--- config.mk ---
export PLATFORM = sky130hd
export DESIGN_NAME = lbbtc_cell
export DESIGN_NICKNAME = d
export VERILOG_FILES = /design/src/assert_macros.svh /design/src/lbbtc_pkg.sv /design/src/lbbtc_cell.sv
export SDC_FILE = /design/constraint.sdc
export NUM_CORES = 1
export LEC_CHECK = 0
export BUFFER_PORTS_ARGS = -buffer_cell sky130_fd_sc_hd__buf_2
export CELL_PAD_IN_SITES_DETAIL_PLACEMENT = 0
export CELL_PAD_IN_SITES_GLOBAL_PLACEMENT = 2
export CORE_AREA = 2 2 228 230
export DETAILED_ROUTE_END_ITERATION = 10
export DIE_AREA = 0 0 230 232
export PLACE_DENSITY_LB_ADDON = 0.3
export SLEW_MARGIN = 20
export SYNTH_ARGS = -nofsm -noshare
export SYNTH_HDL_FRONTEND = slang
export SYNTH_SLANG_ARGS = --single-unit
--- constraint.sdc ---
create_clock -name clk_i -period 6.9 [get_ports clk_i]
set_input_delay 1.035 -clock clk_i [delete_from_list [all_inputs] [get_ports clk_i]]
set_output_delay 1.035 -clock clk_i [all_outputs]
set_load 0.005 [all_outputs]
--- src/assert_macros.svh ---
// Assertion macros shared by the tile cache RTL.
`ifndef ASSERT_MACROS_SVH
`define ASSERT_MACROS_SVH
`ifndef SYNTHESIS
`define LBB_ASSERT(lbl, clk, rst_n, prop, msg) \
  lbl: assert property (@(posedge clk) disable iff (!rst_n) (prop)) else $error(msg);
`define LBB_ASSERT_IMPL(lbl, clk, rst_n, pre, post, msg) \
  lbl: assert property (@(posedge clk) disable iff (!rst_n) (pre) |-> (post)) else $error(msg);
`else
`define LBB_ASSERT(lbl, clk, rst_n, prop, msg)
`define LBB_ASSERT_IMPL(lbl, clk, rst_n, pre, post, msg)
`endif
`endif

--- src/lbbtc_pkg.sv ---
// Types, codes and defaults of the byte budget LRU tile cache.
`timescale 1ns / 1ps
package lbbtc_pkg;
  localparam int ENTRIES_DEF  = 16;
  localparam int OVERHEAD_DEF = 64;
  localparam logic [31:0] MAX_BYTES_RST = 32'd16777216;

  localparam logic [1:0] CMD_ADD      = 2'd0;
  localparam logic [1:0] CMD_LOOKUP   = 2'd1;
  localparam logic [1:0] CMD_PURGE    = 2'd2;
  localparam logic [1:0] CMD_RESERVED = 2'd3;

  localparam logic [1:0] STAT_OK        = 2'd0;
  localparam logic [1:0] STAT_TOO_LARGE = 2'd1;
  localparam logic [1:0] STAT_MISS      = 2'd2;
  localparam logic [1:0] STAT_PURGED    = 2'd3;

  typedef enum logic [1:0] {
    CELL_HOLD,
    CELL_SHIFT,
    CELL_CLEAR
  } cell_op_e;

  typedef struct packed {
    logic        valid;
    logic [15:0] map;
    logic [31:0] scale;
    logic [4:0]  bits;
    logic [31:0] x;
    logic [31:0] y;
    logic [12:0] w;
    logic [12:0] h;
    logic [15:0] image;
    logic [31:0] bytes;
  } entry_t;
endpackage

--- src/lbbtc_cell.sv ---
// One recency position of the tile cache: entry storage and region match.
`timescale 1ns / 1ps
module lbbtc_cell import lbbtc_pkg::*; (
  input  logic     clk_i,
  input  logic     rst_ni,
  input  cell_op_e op_i,
  input  entry_t   prev_i,
  input  entry_t   req_i,
  output entry_t   entry_o,
  output logic     match_o
);
  logic   valid_q;
  entry_t data_q;
  logic signed [32:0] end_x, end_y, req_end_x, req_end_y;

  always_ff @(posedge clk_i or negedge rst_ni) begin
    if (!rst_ni) begin
      valid_q <= 1'b0;
    end else begin
      case (op_i)
        CELL_SHIFT: valid_q <= prev_i.valid;
        CELL_CLEAR: valid_q <= 1'b0;
        default:    valid_q <= valid_q;
      endcase
    end
  end

  always_ff @(posedge clk_i) begin
    if (op_i == CELL_SHIFT) begin
      data_q <= prev_i;
    end
  end

  always_comb begin
    entry_o = data_q;
    entry_o.valid = valid_q;
  end

  assign end_x     = $signed({data_q.x[31], data_q.x}) + $signed({20'b0, data_q.w});
  assign end_y     = $signed({data_q.y[31], data_q.y}) + $signed({20'b0, data_q.h});
  assign req_end_x = $signed({req_i.x[31], req_i.x}) + $signed({20'b0, req_i.w});
  assign req_end_y = $signed({req_i.y[31], req_i.y}) + $signed({20'b0, req_i.h});

  assign match_o = valid_q && (data_q.map == req_i.map)
                && ($signed(data_q.x) <= $signed(req_i.x))
                && ($signed(data_q.y) <= $signed(req_i.y))
                && (end_x >= req_end_x) && (end_y >= req_end_y)
                && (data_q.scale == req_i.scale)
                && ((req_i.bits == 5'd0) || (data_q.bits == req_i.bits));
endmodule

=== After elaboration in Yosys (flattened, before gate mapping) ===
Index checks and enable logic that the tools add are counted.

* Register bits after elaboration: 192
* Memory bits (writable): 0
* Memory bits (read-only): 0
* Latch bits: 0
* Output and inout bits: 193
* Memories: 0

* Multiply operators: 0
* Order comparisons: 4
* Shift operators: 0
* Div/mod/pow operators: 0
* Reductions and logical operators: 10
* Bitwise gates (word level): 0
* Add/sub/neg operators: 4
* Equality and inequality tests: 5
* Muxes and demuxes: 1

{| class="wikitable"
|+ Operator list
! cell !! number
|-
| $add 32x14->33 || 4
|-
| $ge 33x33->1 || 2
|-
| $le 32x32->1 || 2
|-
| $eq 32x32->1 || 1
|-
| $eq 16x16->1 || 1
|-
| $logic_and 1x1->1 || 7
|-
| $eq 5x5->1 || 1
|-
| $logic_not 5->1 || 1
|-
| $eq 2x1->1 const B || 1
|-
| $eq 2x2->1 const B || 1
|-
| $pmux 1 s2 || 1
|-
| $reduce_bool 2->1 || 1
|-
| $logic_or 1x1->1 || 1
|}

=== Longest topological paths before layout ===
Gate-level depths: netlist of run 1.

* Depth in word-level cells: 8
* Depth in mapped cells: 20
* Depth with buffers taken out: 20

=== Worst setup path after synthesis of run 1 ===
Ideal clock, no wire load.

* Path kind: in2reg
* Start: in op_i[1]
* End: reg data_q, in the netlist entry_o[0] (enable)
* Library setup time: 576 ps
* Setup slack: 828 ps
* Cell stages on the path: 2
* Data arrival time: 5496 ps
* Cells stage by stage: inv_1 -> ha_1

* Longest elaborated chain between the ends: 1

{| class="wikitable"
|+ Ends and longest elaborated chain
! item !! line !! source
|-
| from (decl) || lbbtc_cell.sv:6 || <nowiki>input cell_op_e op_i,</nowiki>
|-
| $eq 2x1->1 || lbbtc_cell.sv:29 || <nowiki>if (op_i == CELL_SHIFT) begin</nowiki>
|-
| to (signal assigned) || lbbtc_cell.sv:30 || <nowiki>data_q <= prev_i;</nowiki>
|-
| to (decl) || lbbtc_cell.sv:13 || <nowiki>entry_t data_q;</nowiki>
|}

Every way passes these cells.
A chain may end at the register's enable or synchronous reset.

=== Worst setup path after layout of run 1 ===
* Start: in req_i[74] (netlist name)
* End: out match_o

* Longest elaborated chain between the ends: 6

{| class="wikitable"
|+ Ends and longest elaborated chain
! item !! line !! source
|-
| from (decl) || lbbtc_cell.sv:8 || <nowiki>input entry_t req_i,</nowiki>
|-
| branches (longest 3 deep; another with $add 32x14->33) || -- ||
|-
| $logic_and 1x1->1 * || lbbtc_cell.sv:47 || <nowiki>&& (end_x >= req_end_x) && (end_y >= req_end_y)</nowiki>
|-
| $logic_and 1x1->1 * || lbbtc_cell.sv:48 || <nowiki>&& (data_q.scale == req_i.scale)</nowiki>
|-
| $logic_and 1x1->1 * || lbbtc_cell.sv:49 || <nowiki>&& ((req_i.bits == 5'd0) || (data_q.bits == req_i.bits));</nowiki>
|-
| to (decl) || lbbtc_cell.sv:10 || <nowiki>output logic match_o</nowiki>
|}

Every way passes the cells marked *.

==> results of run 1 <==
-- worst reg2reg max path, stage by stage (launching register included) --
cell,delay [ns]
sky130_fd_sc_hd__dfrtp_1,0.41
sky130_fd_sc_hd__nand2_1,0.06
sky130_fd_sc_hd__o21ai_0,0.07
-- layout make-up --
class                   count  area share (%)
diodes                      1         0.01438
inverters                 115           2.480
multi-input cells         873           39.84
clock buffers              17           2.444
flip-flops and latches    192           33.10
well taps                 680           4.889
clock inverters            15           1.359
repair buffers            545           15.87
-- power breakdown --
| group | total, uW | internal [uW] | switching (uW) | leakage, uW |
|---|---|---|---|---|
| combinational | 868 | 404 | 464 | 0.00583 |
| sequential | 1450 | 1370 | 72.8 | 0.00181 |
| clock | 1120 | 527 | 593 | 0.000322 |
| total | 3430 | 2310 | 1130 | 0.00796 |
-- registers in the layout (all words and copies together) (netlist names) --
name / cells
entry_o: 191
valid_q: 1
-- metrics by stage --
stage               cell area [um2]  utilization, %
finish                        17400           34.20
global route                  17400           34.20
CTS                           17350           34.10
detailed placement            16690           32.80
global placement              16690           32.80
floorplan                     13090               -
-- placed cells by master, fill, tap and decap left out, types with 4 or more instances in the layout --
cell,synthesis,layout
sky130_fd_sc_hd__and4_1,5,5
sky130_fd_sc_hd__nand2b_1,11,11
sky130_fd_sc_hd__o21bai_1,7,7
sky130_fd_sc_hd__o2111ai_1,5,5
sky130_fd_sc_hd__inv_12,0,6
sky130_fd_sc_hd__nor3_1,22,22
sky130_fd_sc_hd__nand4_1,40,40
sky130_fd_sc_hd__inv_1,115,115
sky130_fd_sc_hd__nor2b_1,13,13
sky130_fd_sc_hd__o211ai_1,8,8
sky130_fd_sc_hd__o21a_1,6,6
sky130_fd_sc_hd__or2_2,5,5
sky130_fd_sc_hd__and3_1,17,17
sky130_fd_sc_hd__xnor2_1,103,103
sky130_fd_sc_hd__ha_1,184,183
sky130_fd_sc_hd__clkbuf_16,0,17
sky130_fd_sc_hd__xor2_1,60,60
sky130_fd_sc_hd__buf_4,1,14
sky130_fd_sc_hd__fa_1,4,4
sky130_fd_sc_hd__nand2_1,59,59
sky130_fd_sc_hd__buf_2,0,531
sky130_fd_sc_hd__a21o_1,44,44
sky130_fd_sc_hd__inv_16,0,4
sky130_fd_sc_hd__o21ai_0,38,38
sky130_fd_sc_hd__nor4_1,18,18
sky130_fd_sc_hd__nor2_1,50,50
sky130_fd_sc_hd__a31oi_1,8,8
sky130_fd_sc_hd__edfxtp_1,191,191
sky130_fd_sc_hd__a211oi_1,11,11
sky130_fd_sc_hd__a21oi_1,69,68
sky130_fd_sc_hd__nand3_1,24,24
sky130_fd_sc_hd__or3_1,4,4
-- worst paths after layout --
path | endpoint | slack (ns) | cells past startpoint
max | match_o | 0.40 | 21
min | valid_q | 0.31 | 1
max reg2reg | valid_q | 6.25 | 2
min reg2reg | valid_q | 0.54 | 2
max in group asynchronous | valid_q | 6.51 | 1
min in group clk_i | valid_q | 0.54 | 2
-- timing repair --
| item | CTS | global route |
|---|---|---|
| endpoints found under the setup margin | 0 | 1 |
| buffers inserted | 0 | 2 |
| gates resized for setup | 0 | 6 |
-- cells by family after synthesis --
logic type | count (synthesis) | share of synthesized area, %
buffers and inverters | 118 | 3.412
and+or+nand+nor | 283 | 11.43
adders and majority gates | 188 | 18.20
xor gates and xnor gates | 163 | 10.90
DFF | 192 | 44.00
AOI/OAI and AO/OA | 238 | 12.06
-- metal layers --
| layer | global-route usage (%) | vias to the layer above | routed length [um] |
|---|---|---|---|
| li1 | - | 5519 | - |
| met4 | 4.355 | 10 | 652 |
| met1 | 20.76 | 5206 | 19860 |
| met3 | 4.457 | 45 | 2347 |
| met5 | 0 | - | 76 |
| met2 | 28.68 | 287 | 22810 |
==> results_dict.tcl, run 1 <==
set metrics [dict create \
    flip_flop_cell_with_the_highest_count_after_synthesis "sky130_fd_sc_hd__edfxtp_1" \
    avgRoutedWirePerCell_um 18.76 \
    detail-route-antenna-nets 0 \
    crit_path_cell_trace "buf_2 -> ha_1 -> inv_1 -> fa_1 -> nor2b_1 -> o21ai_0 -> a21oi_1 -> o21ai_0 -> a21oi_2 -> o211ai_4 -> a211oi_1 -> xnor2_1 -> ha_1 -> nand4_1 -> or3_1 -> nor3_1 -> and3_1 -> nor3_1 -> a221o_1 -> a311oi_2 -> buf_2" \
    io_pins 581 \
    drt_drc_violations_left 0 \
    placement_rows 83 \
    placedCellCount 2402 \
    critical_path_maximum_fanout 5 \
    crit_buf_inv 3 \
    grt_remaining_overflow 0 \
    synth-edff-count 191 \
    slew_viol_final 0 \
    tritoncts "built" \
    pwr_density_cell_nw_per_um2 197.3 \
    worst_slew_pin_slew_ns 1.044 \
    leading_post_synthesis_cells_by_cell_area "sky130_fd_sc_hd__edfxtp_1 44%, sky130_fd_sc_hd__ha_1 18%, sky130_fd_sc_hd__xnor2_1 6.9%" \
    synthArstFlopShare_pct 0.5208 \
    top_cells_by_instance_count_after_synthesis "191 x sky130_fd_sc_hd__edfxtp_1, 184 x sky130_fd_sc_hd__ha_1, 115 x sky130_fd_sc_hd__inv_1" \
    synth_largest_type_area_fraction_pct 43.81 \
    yosysMostFrequentCell "sky130_fd_sc_hd__edfxtp_1" \
    layout-area-overhead-vs-synth_pct 32.92 \
    synth_seq_cells 192 \
    final-instance-count-excl-fill 2438 \
    die_h_um 232 \
    cp.required_ns 5.86 \
    drv.max_cap_violation_count 0 \
    post-synth-top-area-cell "sky130_fd_sc_hd__edfxtp_1" \
    syn_area_per_cell_um2 11.08 \
    cts_htree_levels 4 \
    drt-initial-drc-count 418 \
    critPathMaxStageDelay_ns 0.45 \
    cts-root-to-sink-buffers 2 \
    worstSetupPathType "in2out" \
    place_worst_setup_slack_ns 0.05007 \
    ir_drop_mv 0.1801 \
    syn-cell-area_um2 13090 \
    run_status "complete, no violations" \
    coreArea_um2 50890 \
    timing.max_slew.rel_slack_pct 30.38 \
    fin_skew_ns 0 \
    dieArea_um2 53360 \
    die_x_um 230 \
    largest_net_degree_at_the_start_of_global_routing 69 \
    finalHoldViolations 0 \
    timing.hold.ws_ns 0.3073 \
    yosysWarningCount 0 \
    worst_path_max_delay_cell "sky130_fd_sc_hd__or3_1" \
    totalPowerFinal_uw 3434 \
    postCtsHoldBufs 0 \
    fin_tns_setup_ns 0 \
    place_congestion 0.8194 \
    postSynthCellCount 1182 \
    grt_first_pass_wirelength_um 66450 \
    period_share_pct 94.14 \
    startpoint_type "primary input" \
    fraction_of_layout_instances_using_a_drive_strength_above_1_pct 34.38 \
    rsz_0062_raised_after_global_routing "no" \
    power_leakage_uw 0.007956 \
    synth_sequential_area_ratio_pct 44.00 \
    number_of_global_route_vias_before_repair 11280 \
    clock_sinks 192 \
    cts.clk_slew.worst_paths_ns 0.08 \
    num_vias 11070 \
    crit-reg2reg-launch "valid_q" \
    timing.final.crit_period_ns 6.495 \
    synthDistinctLibCells 64 \
    maxClockFrequency_ghz 0.1540 \
    clk-insertion-delay-late_ns 0.48 \
    final.setup.worst_slack_ns 0.4045 \
    area_of_the_multi_input_gates_um2 6933 \
    cp.arrival_ns 5.46 \
    worst_path_dominant_cell_family "compound AO/OA/AOI/OAI gates" \
    antenna_found_initial 7 \
    clock_root_buffer "sky130_fd_sc_hd__clkbuf_16" \
    register_area_um2 5761 \
    grt.total_usage_pct 16.73 \
    critPathLaunch "req_i[74]" \
    final.fill_count 5291 \
    numPortBuffers 531 \
    place_hpwl_um 38500 \
    endpoint_kind "primary output" \
    vias_per_cell 4.539 \
    mappedNetlistNets 1758 \
    totalWireLength_um 45750 \
    report.final.setup_viol 0 \
    nets 2320 \
    initial_utilization_pct 25.73 \
    cts_inserted_buffers 17 \
    worst_hold_path_type "in2async" \
    drt-pass1-iter-count 5 \
]
Note: power is estimated with default switching activity, not from simulation.
==> run 2: changes to the inputs <==
Settings changed: CORE_AREA 2 2 228 230 to 2 2 225 227, CTS_BUF_LIST from default to sky130_fd_sc_hd__clkbuf_4 sky130_fd_sc_hd__clkbuf_8, DIE_AREA 0 0 230 232 to 0 0 227 229.
==> run 2 against run 1 <==
Compared with the run above: worst hold slack worse by 0.070 ns; clock power down 26%; register-to-register slack about the same; critical path depth unchanged; sequential share of layout area up 0.40 points; global-route usage up 1.1 points; clock skew unchanged; routed wire length up 1.6%; final cell count down 0.37%; highest routed layer unchanged.
==> results_dict.tcl, run 2 (synthesized netlist as in run 1, its figures left out) <==
set metrics [dict create \
    run_status "complete, no violations" \
    fin_tns_setup_ns 0 \
    io_pins 581 \
    cp.arrival_ns 5.55 \
    num_vias 10970 \
    dieArea_um2 51980 \
    number_of_global_route_vias_before_repair 11280 \
    route.met3.wl_um 2462 \
    vias_per_cell 4.515 \
    clock_sinks 192 \
    placement_rows 82 \
    clock_root_buffer "sky130_fd_sc_hd__clkbuf_8" \
    timing.hold.ws_ns 0.2371 \
    final-instance-count-excl-fill 2429 \
    drt_drc_violations_left 0 \
    die_h_um 229 \
    ir_drop_mv 0.1526 \
    grt_remaining_overflow 0 \
    worst_path_max_delay_cell "sky130_fd_sc_hd__or3_1" \
    totalPowerFinal_uw 3151 \
    cts_inserted_buffers 17 \
    die_x_um 227 \
    critPathMaxStageDelay_ns 0.46 \
    grt_first_pass_wirelength_um 68230 \
    initial_utilization_pct 26.37 \
    rsz_0062_raised_after_global_routing "no" \
    postCtsHoldBufs 0 \
    cp.required_ns 5.86 \
    detail-route-antenna-nets 0 \
    grt.total_usage_pct 17.87 \
    met2_length_um 23040 \
    slew_viol_final 0 \
    crit_path_cell_trace "ha_2 -> inv_1 -> fa_1 -> nor2b_1 -> o21ai_1 -> a21boi_2 -> o311a_1 -> o2111ai_2 -> a21boi_2 -> buf_4 -> o211ai_1 -> xnor2_1 -> ha_1 -> nand4_1 -> or3_1 -> nor3_2 -> and3_1 -> nor3_1 -> a221o_1 -> a311oi_2 -> buf_2" \
    crit_top_cell "sky130_fd_sc_hd__a21boi_2" \
    drv.max_cap_violation_count 0 \
    cts-root-to-sink-buffers 2 \
    worst_slew_pin_slew_ns 1.061 \
    placedCellCount 2391 \
    pwr_density_cell_nw_per_um2 183.3 \
    layout-area-overhead-vs-synth_pct 31.34 \
    nets 2315 \
    totalWireLength_um 46460 \
    place_hpwl_um 39380 \
    finish.instance_area_um2 17200 \
    antenna_found_initial 9 \
    placement.cell_area_um2 16670 \
    timing.final.crit_period_ns 6.580 \
    timing.max_slew.rel_slack_pct 29.24 \
    drt-initial-drc-count 459 \
    cts.clk_slew.worst_paths_ns 0.11 \
    highest_metal_layer_with_signal_wires "met5" \
    coreArea_um2 49660 \
    drt-pass1-iter-count 5 \
    worstSetupPathType "reg2out" \
    numPortBuffers 531 \
    critical_path_maximum_fanout 7 \
    avgRoutedWirePerCell_um 19.13 \
    report.final.setup_viol 0 \
    fin_skew_ns 0 \
    largest_reg_flops 191 \
    layout_commonest_cell "sky130_fd_sc_hd__buf_2" \
    tritoncts "built" \
    largest_net_degree_at_the_start_of_global_routing 150 \
    worst_hold_path_type "in2async" \
    startpoint_type "register" \
    cts_htree_levels 4 \
    endpoint_kind "primary output" \
    power_leakage_uw 0.007839 \
    most_frequent_cells_in_the_layout "531 x sky130_fd_sc_hd__buf_2, 191 x sky130_fd_sc_hd__edfxtp_1, 182 x sky130_fd_sc_hd__ha_1" \
    sum_of_routed_wire_segments_on_met1_um 20190 \
    maxClockFrequency_ghz 0.1520 \
    fraction_of_layout_instances_using_a_drive_strength_above_1_pct 34.65 \
    clk-insertion-delay-late_ns 0.54 \
    place_congestion 0.9078 \
    finalHoldViolations 0 \
    period_share_pct 95.37 \
]
[run 2: cell count changes in the layout (fill, tap and decap cells not counted), moves of 2 or more]
cell and delta:
sky130_fd_sc_hd__nor3_2 +3, sky130_fd_sc_hd__clkbuf_8 +17, sky130_fd_sc_hd__buf_4 -5, sky130_fd_sc_hd__inv_16 -3, sky130_fd_sc_hd__clkinv_8 +3, sky130_fd_sc_hd__nor3_1 -3, sky130_fd_sc_hd__clkbuf_16 -17, sky130_fd_sc_hd__inv_12 -2
sky130_fd_sc_hd__diode_2 +4
[run 2: power breakdown]
part | switching (uW) | total, uW | internal [uW]
logic | 467 | 873 | 406
clock network | 536 | 831 | 296
registers | 72.7 | 1450 | 1370
[run 2: routing by layer]
| layer | track usage (%) | vias to the layer above |
|---|---|---|
| met4 | 4.698 | 6 |
| met2 | 30.93 | 279 |
| met3 | 4.323 | 35 |
| li1 | - | 5503 |
| met1 | 22.10 | 5143 |
| met5 | 0 | - |
[run 2: final cells by class]
class                   instances  area, um2
diodes                          5      12.51
clock inverters                15      212.7
clock buffers                  17      234.0
multi-input cells             872       6958
repair buffers                541       2745
fillers                      5196      32460
inverters                     115      431.7
flip-flops and latches        192       5761
well taps                     672      840.8
[run 2: worst paths after layout]
kind	start	end	slack [ns]	cells after the start
max	entry_o[74]	match_o	0.32	21
min	rst_ni	valid_q	0.24	1
max reg2reg	valid_q	valid_q	6.25	2
max in group asynchronous	rst_ni	valid_q	6.58	1
min reg2reg	valid_q	valid_q	0.54	2
min in group clk_i	valid_q	valid_q	0.54	2
[run 2: through the flow]
stage	setup slack, ns	utilization [%]
2_1_floorplan	0.8285	-
4_1_cts	0.08076	34.48
3_3_place_gp	0.1505	33.57
3_5_place_dp	0.08697	33.57
6_report	0.3197	34.63
5_1_grt	0.005571	34.61
[run 2: what timing repair did]
action,4_1_cts,5_1_grt
buffers inserted,0,1
endpoints found under the setup margin,1,1
endpoints found under the hold margin,0,0
pin swaps,0,4
gates resized for setup,1,11
[run 2: worst max-delay path, delay by kind of cell (launching register included)]
family	cells	cell delay (ns)
DFF	1	0.39
AOI/OAI and AO/OA	8	1.87
xor gates and xnor gates	1	0.16
buffers and inverters	3	0.48
adders and majority gates	3	0.93
and+or+nand+nor	6	1.15
